===== src/hw/rtl/srt_pkg.sv =====
// Shared types and constants for the shortest-remaining-time scheduler.
package srt_pkg;

    localparam int IDX_W   = 8;
    localparam int ARR_W   = 16;
    localparam int BURST_W = 16;
    localparam int TIME_W  = 32;
    localparam int PROC_W  = 4;

    localparam logic FUNC_LOAD = 1'b0;
    localparam logic FUNC_TICK = 1'b1;

    typedef enum logic [1:0] {
        S_IDLE,
        S_SCAN,
        S_FINISH
    } state_t;

    // Search token handed from cell to cell during a tick
    typedef struct packed {
        logic               valid;
        logic               found;
        logic [BURST_W-1:0] best;
        logic [IDX_W-1:0]   idx;
        logic               any_big;
        logic               one_seen;
        logic               two_ones;
    } token_t;

    // Broadcast control from the sequencer to every cell
    typedef struct packed {
        logic               wr_en;
        logic [IDX_W-1:0]   wr_idx;
        logic [ARR_W-1:0]   wr_arrival;
        logic [BURST_W-1:0] wr_burst;
        logic               dec_en;
        logic [IDX_W-1:0]   dec_idx;
        logic [TIME_W-1:0]  now;
    } ctl_t;

endpackage


===== src/hw/rtl/srt_cell.sv =====
// One table slot: holds a process entry and folds it into the passing search token.
module srt_cell #(
    parameter int CELL_IDX = 0
) (
    input  logic            clk,
    input  logic            rst_n,
    input  srt_pkg::ctl_t   ctl,
    input  srt_pkg::token_t tok_in,
    output srt_pkg::token_t tok_out
);

    localparam int IdxW   = srt_pkg::IDX_W;
    localparam int ArrW   = srt_pkg::ARR_W;
    localparam int BurstW = srt_pkg::BURST_W;
    localparam int TimeW  = srt_pkg::TIME_W;

    logic              loaded_reg;
    logic [ArrW-1:0]   arr_reg;
    logic [BurstW-1:0] rem_reg;
    srt_pkg::token_t   tok_reg;
    srt_pkg::token_t   tok_next;

    logic my_wr;
    logic my_dec;
    logic arrived;
    logic has_work;
    logic eligible;
    logic better;

    assign my_wr  = ctl.wr_en && (ctl.wr_idx == IdxW'(CELL_IDX));
    assign my_dec = ctl.dec_en && (ctl.dec_idx == IdxW'(CELL_IDX));

    // Arrived when arrival is not later than the current time
    assign arrived  = (ctl.now[TimeW-1:ArrW] != '0) || (arr_reg <= ctl.now[ArrW-1:0]);
    assign has_work = loaded_reg && (rem_reg != '0);
    assign eligible = has_work && arrived;
    assign better   = eligible && (!tok_in.found || (rem_reg < tok_in.best));

    // Fold this entry into the token
    always_comb
    begin
        tok_next          = tok_in;
        tok_next.found    = tok_in.found || eligible;
        if (better)
        begin
            tok_next.best = rem_reg;
            tok_next.idx  = IdxW'(CELL_IDX);
        end
        tok_next.any_big  = tok_in.any_big || (has_work && (rem_reg != BurstW'(1)));
        tok_next.one_seen = tok_in.one_seen || (loaded_reg && (rem_reg == BurstW'(1)));
        tok_next.two_ones = tok_in.two_ones
                            || (tok_in.one_seen && loaded_reg && (rem_reg == BurstW'(1)));
    end

    // Hand the token to the next cell
    always_ff @(posedge clk or negedge rst_n)
    begin
        if (!rst_n)
        begin
            tok_reg    <= '0;
            loaded_reg <= 1'b0;
        end
        else
        begin
            tok_reg <= tok_next;
            if (my_wr)
            begin
                loaded_reg <= 1'b1;
            end
        end
    end

    // Load and decrement the entry
    always_ff @(posedge clk)
    begin
        if (my_wr)
        begin
            arr_reg <= ctl.wr_arrival;
            rem_reg <= ctl.wr_burst;
        end
        else if (my_dec)
        begin
            rem_reg <= rem_reg - BurstW'(1);
        end
    end

    assign tok_out = tok_reg;

endmodule


===== src/hw/rtl/shortest_remaining_time_tick.sv =====
// Preemptive shortest-remaining-time scheduler: sequencer and chain of table cells.
//
// Input channel (in_valid / in_stall) carries one word per item: func selects
// a load (append arrival/burst to the process table) or a tick (serve one
// time unit). Output channel (out_valid / out_stall) returns one word per item.
// A load goes from acceptance to the finish state; there out_valid rises and the
// input is freed together once the output register is free. A tick sends a
// search token down the row of MAX_PROCESSES cells, one cell per cycle, then
// applies the decrement and moves on to the finish state, which ends it alike.
// One item is in work at a time; in_stall is high from acceptance until the
// result moves into the output register. The next item is taken while that
// result still waits for the receiver.
// When out_stall holds the output word, the finished result waits in the
// sequencer and in_stall stays high until the output register frees up.
// Reset empties the table and clears the time counter; no clearing pass is
// needed, entries become valid as they are loaded.
module shortest_remaining_time_tick #(
    parameter int MAX_PROCESSES = 16
) (
    input  logic                         clk,
    input  logic                         rst_n,
    input  logic                         in_valid,
    output logic                         in_stall,
    input  logic                         func,
    input  logic [srt_pkg::ARR_W-1:0]    arrival,
    input  logic [srt_pkg::BURST_W-1:0]  burst,
    output logic                         out_valid,
    input  logic                         out_stall,
    output logic                         ran,
    output logic [srt_pkg::PROC_W-1:0]   process,
    output logic [srt_pkg::TIME_W-1:0]   slot_start,
    output logic                         process_done,
    output logic                         all_done,
    output logic                         load_rejected
);

    localparam int CntW   = $clog2(MAX_PROCESSES + 1);
    localparam int IdxW   = srt_pkg::IDX_W;
    localparam int BurstW = srt_pkg::BURST_W;
    localparam int TimeW  = srt_pkg::TIME_W;
    localparam int ProcW  = srt_pkg::PROC_W;

    srt_pkg::state_t   state_reg, state_next;
    logic [CntW-1:0]   entry_count_reg, entry_count_next;
    logic [TimeW-1:0]  time_reg, time_next;
    logic              all_done_reg, all_done_next;

    logic              res_ran_reg, res_ran_next;
    logic [ProcW-1:0]  res_proc_reg, res_proc_next;
    logic [TimeW-1:0]  res_start_reg, res_start_next;
    logic              res_pdone_reg, res_pdone_next;
    logic              res_rej_reg, res_rej_next;

    logic              out_valid_reg, out_valid_next;
    logic              ran_reg, ran_next;
    logic [ProcW-1:0]  proc_reg, proc_next;
    logic [TimeW-1:0]  start_reg, start_next;
    logic              pdone_reg, pdone_next;
    logic              alldone_reg, alldone_next;
    logic              rej_reg, rej_next;

    srt_pkg::ctl_t     ctl;
    srt_pkg::token_t   tok [MAX_PROCESSES+1];
    srt_pkg::token_t   tail;
    logic              picked_one;

    // Row of cells, token enters at cell 0
    for (genvar g = 0; g < MAX_PROCESSES; g++)
    begin : g_cell
        srt_cell #(
            .CELL_IDX (g)
        ) u_cell (
            .clk     (clk),
            .rst_n   (rst_n),
            .ctl     (ctl),
            .tok_in  (tok[g]),
            .tok_out (tok[g+1])
        );
    end

    assign tail       = tok[MAX_PROCESSES];
    assign picked_one = tail.found && (tail.best == BurstW'(1));

    // Sequencer: next state, broadcast control and result capture
    always_comb
    begin
        state_next       = state_reg;
        entry_count_next = entry_count_reg;
        time_next        = time_reg;
        all_done_next    = all_done_reg;
        res_ran_next     = res_ran_reg;
        res_proc_next    = res_proc_reg;
        res_start_next   = res_start_reg;
        res_pdone_next   = res_pdone_reg;
        res_rej_next     = res_rej_reg;
        out_valid_next   = out_valid_reg && out_stall;
        ran_next         = ran_reg;
        proc_next        = proc_reg;
        start_next       = start_reg;
        pdone_next       = pdone_reg;
        alldone_next     = alldone_reg;
        rej_next         = rej_reg;
        in_stall         = 1'b1;
        ctl              = '0;
        ctl.now          = time_reg;
        tok[0]           = '0;

        case (state_reg)
            srt_pkg::S_IDLE:
            begin
                in_stall = 1'b0;
                if (in_valid)
                begin
                    if (func == srt_pkg::FUNC_LOAD)
                    begin
                        res_ran_next   = 1'b0;
                        res_proc_next  = '0;
                        res_start_next = '0;
                        res_pdone_next = 1'b0;
                        if (entry_count_reg < CntW'(MAX_PROCESSES))
                        begin
                            ctl.wr_en        = 1'b1;
                            ctl.wr_idx       = IdxW'(entry_count_reg);
                            ctl.wr_arrival   = arrival;
                            ctl.wr_burst     = burst;
                            entry_count_next = entry_count_reg + CntW'(1);
                            all_done_next    = all_done_reg && (burst == '0);
                            res_rej_next     = 1'b0;
                        end
                        else
                        begin
                            res_rej_next = 1'b1;
                        end
                        state_next = srt_pkg::S_FINISH;
                    end
                    else
                    begin
                        tok[0].valid = 1'b1;
                        state_next   = srt_pkg::S_SCAN;
                    end
                end
            end

            srt_pkg::S_SCAN:
            begin
                if (tail.valid)
                begin
                    res_start_next = time_reg;
                    res_ran_next   = tail.found;
                    res_proc_next  = tail.found ? tail.idx[ProcW-1:0] : '0;
                    res_pdone_next = picked_one;
                    res_rej_next   = 1'b0;
                    ctl.dec_en     = tail.found;
                    ctl.dec_idx    = tail.idx;
                    all_done_next  = !tail.any_big
                                     && (!tail.one_seen || (!tail.two_ones && picked_one));
                    if (time_reg != '1)
                    begin
                        time_next = time_reg + TimeW'(1);
                    end
                    state_next = srt_pkg::S_FINISH;
                end
            end

            srt_pkg::S_FINISH:
            begin
                if (!out_valid_reg || !out_stall)
                begin
                    out_valid_next = 1'b1;
                    ran_next       = res_ran_reg;
                    proc_next      = res_proc_reg;
                    start_next     = res_start_reg;
                    pdone_next     = res_pdone_reg;
                    alldone_next   = all_done_reg;
                    rej_next       = res_rej_reg;
                    state_next     = srt_pkg::S_IDLE;
                end
            end

            default:
            begin
                state_next = srt_pkg::S_IDLE;
            end
        endcase
    end

    // Hold control state
    always_ff @(posedge clk or negedge rst_n)
    begin
        if (!rst_n)
        begin
            state_reg       <= srt_pkg::S_IDLE;
            entry_count_reg <= '0;
            time_reg        <= '0;
            all_done_reg    <= 1'b1;
            out_valid_reg   <= 1'b0;
        end
        else
        begin
            state_reg       <= state_next;
            entry_count_reg <= entry_count_next;
            time_reg        <= time_next;
            all_done_reg    <= all_done_next;
            out_valid_reg   <= out_valid_next;
        end
    end

    // Hold result payload
    always_ff @(posedge clk)
    begin
        res_ran_reg   <= res_ran_next;
        res_proc_reg  <= res_proc_next;
        res_start_reg <= res_start_next;
        res_pdone_reg <= res_pdone_next;
        res_rej_reg   <= res_rej_next;
        ran_reg       <= ran_next;
        proc_reg      <= proc_next;
        start_reg     <= start_next;
        pdone_reg     <= pdone_next;
        alldone_reg   <= alldone_next;
        rej_reg       <= rej_next;
    end

    assign out_valid     = out_valid_reg;
    assign ran           = ran_reg;
    assign process       = proc_reg;
    assign slot_start    = start_reg;
    assign process_done  = pdone_reg;
    assign all_done      = alldone_reg;
    assign load_rejected = rej_reg;

    // A new output word comes only from the finish step
    a_out_from_finish: assert property (@(posedge clk) disable iff (!rst_n)
        $rose(out_valid_reg) |-> $past(state_reg == srt_pkg::S_FINISH))
        else $error("output word raised outside finish step");

    // The token only leaves the row while a tick is being scanned
    a_tail_in_scan: assert property (@(posedge clk) disable iff (!rst_n)
        tail.valid |-> (state_reg == srt_pkg::S_SCAN))
        else $error("search token emerged outside scan");

    // The table never holds more than its capacity
    a_count_bound: assert property (@(posedge clk) disable iff (!rst_n)
        entry_count_reg <= CntW'(MAX_PROCESSES))
        else $error("entry count beyond table size");

    // A finished process implies a served slot, and a served slot is never a rejected load
    a_done_needs_ran: assert property (@(posedge clk) disable iff (!rst_n)
        out_valid_reg && (pdone_reg || rej_reg) |-> (ran_reg == pdone_reg || !rej_reg)
                                                    && !(pdone_reg && !ran_reg)
                                                    && !(ran_reg && rej_reg))
        else $error("inconsistent result flags");

    // A tick always advances time unless saturated
    a_time_advance: assert property (@(posedge clk) disable iff (!rst_n)
        (state_reg == srt_pkg::S_SCAN) && tail.valid && (time_reg != '1)
        |=> time_reg == $past(time_reg) + TimeW'(1))
        else $error("time did not advance on tick");

endmodule

===== config.mk =====
export PLATFORM = sky130hd
export DESIGN_NAME = shortest_remaining_time_tick
export DESIGN_NICKNAME = d
export VERILOG_FILES = /design/src/hw/rtl/srt_pkg.sv /design/src/hw/rtl/srt_cell.sv /design/src/hw/rtl/shortest_remaining_time_tick.sv
export SDC_FILE = /design/constraint.sdc
export NUM_CORES = 2
export LEC_CHECK = 0
export BUFFER_PORTS_ARGS = -buffer_cell sky130_fd_sc_hd__buf_4
export CELL_PAD_IN_SITES_DETAIL_PLACEMENT = 1
export CELL_PAD_IN_SITES_GLOBAL_PLACEMENT = 2
export CORE_MARGIN = 1
export CORE_UTILIZATION = 45
export DETAILED_ROUTE_END_ITERATION = 10
export GPL_ROUTABILITY_DRIVEN = 0
export HOLD_SLACK_MARGIN = 0.12
export PLACE_DENSITY = 0.79
export REMOVE_ABC_BUFFERS = 1
export SLEW_MARGIN = 20
export SYNTH_ARGS = -nofsm -noshare
export SYNTH_HDL_FRONTEND = slang
export SYNTH_HIERARCHICAL = 1
export SYNTH_SLANG_ARGS = --single-unit

===== constraint.sdc =====
create_clock -name clk -period 4.5 [get_ports clk]
set_input_delay 0.675 -clock clk [delete_from_list [all_inputs] [get_ports clk]]
set_output_delay 0.675 -clock clk [all_outputs]
set_load 0.005 [all_outputs]

==> results.md <==
* Setup WS post-layout at roughly 760 ps
* CTS Buffer Depth at 3
* Final core utilization at between 50% and 60%
* Cts bufs inserted at between 100 and 150
* Num ports at between 70 and 80
* Ys flop type: edfxtp_1
* Core area at between 100000 and 150000 µm²
* Area growth syn-to-layout at 13.9%
* Tightest Hold Check Type: primary input to flip-flop
* Synthesized flop and latch total at about 1100
* Yosys cell types at a little under 70
* Crit path max fanout at 24
* Mapped Area at ~59000 µm²
* DRC violations left at 0
* Pre-Repair DR Iteration Count at 5
* Register-to-register setup slack at 760 ps
* Sequential fraction of the synthesis area at slightly above 50%
* Grt met2 use at between 40% and 50%
* Most common cell after layout, fill and taps aside: edfxtp_1
* Pin count of the biggest net entering global routing at between 100 and 150
* CP Launch Type: flip-flop
* Worst reg2reg endpoint: g_cell[3].u_cell/tok_out[14]
* Setup violations, final at 0
* Fraction of layout cells with a size suffix above 1 at about 16%
* Htree depth at 4
* Most frequent cells in the layout: 591 x edfxtp_1, 579 x inv_1, 530 x ha_1
* IO Port Bufs at 78
* Place WS at 794 ps
* Worst-path clk slew at ~50 ps
* WL/cell at approximately 24 µm
* Initial Util at around 46%
* Initial antenna violation count at 11
* GR met3 Demand/Resource at under 10%
* Hold buffer count at CTS at 1
* Die Y at around 370 µm
* Final WL at ~180000 µm
* Critical Path AT at about 4400 ps
* Leakage power at 27.6 nW
* Post-CTS Resized at 0
* Critical Path RT at approximately 5100 ps
* Crit. End Element: flip-flop
* DR vias at ~40000
* R2R depth at 10
* Power Dens Cells at ~380 nW/µm²
* Hold Violations, Final at 0
* Slew at the pin with the worst max-slew slack at 1110 ps
* Remaining global-route overflow at 0
* Max reg flops at roughly 460
* Slew HR at 26.0%
* Fin Setup TNS at 0 ps
* Fin crit period at 3740 ps
* Grt peak-use layer: met2
* Clk root buf: clkbuf_16
* CTS tree: done
* First-pass GRT wire length at 266000 µm
* DRT iter0 DRCs at about 2800
* Post-CTS Repair Setup Buffers at 0
* Final hold slack at roughly 180 ps
* Die width at 365 µm
* Placed insts at between 7000 and 8000
* Die area at 133000 µm²
* Share of synthesized flip-flops with an asynchronous set or reset at approximately 47%
* Maxcap violations at 0
* DP HPWL at roughly 120000 µm
* Final net count at 6000
* Total track usage at between 20% and 30%
* Tcrit/Tclk final at between 80% and 90%
* Clock sink count at 1112
* Post-synth EDFFs at roughly 600
* Peak supply drop at around 0.37 mV
* Row cnt at 132
* Final std cells w/o fill at between 7000 and 8000
* Final antenna-violating net count at 0
* Syn Area/Cell at between 10 and 15 µm²
* Via density at approximately 5.5
* Met1 GRT Util at between 30% and 40%
* Pins Over Slew Limit at 0
* Crit Reg-Reg Startpoint: time_reg[13]
* RSZ-0062 raised after global routing: no
* Max frequency at around 270 MHz
* Mapped Cells at 5049
* Critical path startpoint: time_reg[13]
* Yosys warnings at 6
* Worst Setup EP: g_cell[3].u_cell/tok_out[14]
* Number of global-route vias before repair at roughly 42000
* WS Path Type: flip-flop to flip-flop
* Clock Skew at between 20 and 30 ps
* Status: finished clean
* Worst skew pair latency at ~780 ps
-- stage by stage --
step	total power [mW]	area, µm²
floorplan	13.4	59300
global placement	14.8	63300
CTS	25.7	67700
finish	25.4	67700
detailed placement	14.9	63300
global route	26.4	67700
-- cells by family (layout without fill, tap and decap cells) --
group | Yosys count | after routing | share of synthesized area (%)
AOI/OAI and AO/OA | 776 | 776 | 8.91
xor gates and xnor gates | 240 | 240 | 3.54
adders and majority gates | 530 | 530 | 11.2
buffers and inverters | 659 | 1045 | 4.59
DFF | 1112 | 1112 | 51.8
muxes | 259 | 259 | 5.99
other | 1 | 111 | 0.00631
and+or+nand+nor | 1472 | 1472 | 14.0
-- final cells by class --
cell class	instances	area, µm²
clock buffers	197	3900
well taps	1742	2180
inverters	579	2170
repair buffers	223	1780
clock inverters	46	453
flip-flops and latches	1112	30800
diodes	2	5.00
fillers	13556	62600
multi-input cells	3386	26400
-- worst min-delay path by stage --
| stage | from | end | slack, ps | depth (start not counted) |
|---|---|---|---|---|
| 2_1_floorplan | g_cell[9].u_cell/tok_out[28] | g_cell[10].u_cell/tok_out[28] | 330 | 0 |
| 3_3_place_gp | g_cell[4].u_cell/tok_out[28] | g_cell[5].u_cell/tok_out[28] | 330 | 0 |
| 3_5_place_dp | g_cell[12].u_cell/tok_out[28] | g_cell[13].u_cell/tok_out[28] | 340 | 0 |
| 4_1_cts | out_stall | out_valid | 130 | 3 |
| 5_1_grt | out_stall | out_valid | 170 | 3 |
| 6_report | out_stall | out_valid | 180 | 3 |
-- cells in the mapped netlist (93+ instances only) --
master	number	area [µm²]
nor2b_1	113	707
edfxtp_1	591	17700
nand2_1	271	1020
nor3_1	150	751
inv_1	579	2170
ha_1	530	6630
mux2_4	176	2640
nor2_1	254	953
xnor2_1	179	1570
a21oi_1	284	1420
o21ai_0	218	1090
nor4_1	93	582
dfrtp_1	520	13000
-- power by group --
group          total, mW  switching [mW]  internal (mW)
sequential          11.9           0.511           11.4
clock               10.7            4.38           6.36
combinational       2.73            1.60           1.13
-- layer usage --
metal,vias up,wire [µm]
li1,18807,-
met1,20455,75900
met2,836,85600
met3,272,8280
met4,2,5650
met5,-,13
-- worst max-delay path, stage by stage, from the launching register on --
cell,delay (ps)
dfrtp_1,800
buf_4,350
inv_1,70
ha_1,320
nand4_1,190
nor2_1,70
nor3_1,320
o2111ai_1,350
a221oi_4,370
buf_4,380
mux2_2,390
Note: power is estimated with default switching activity, not from simulation.
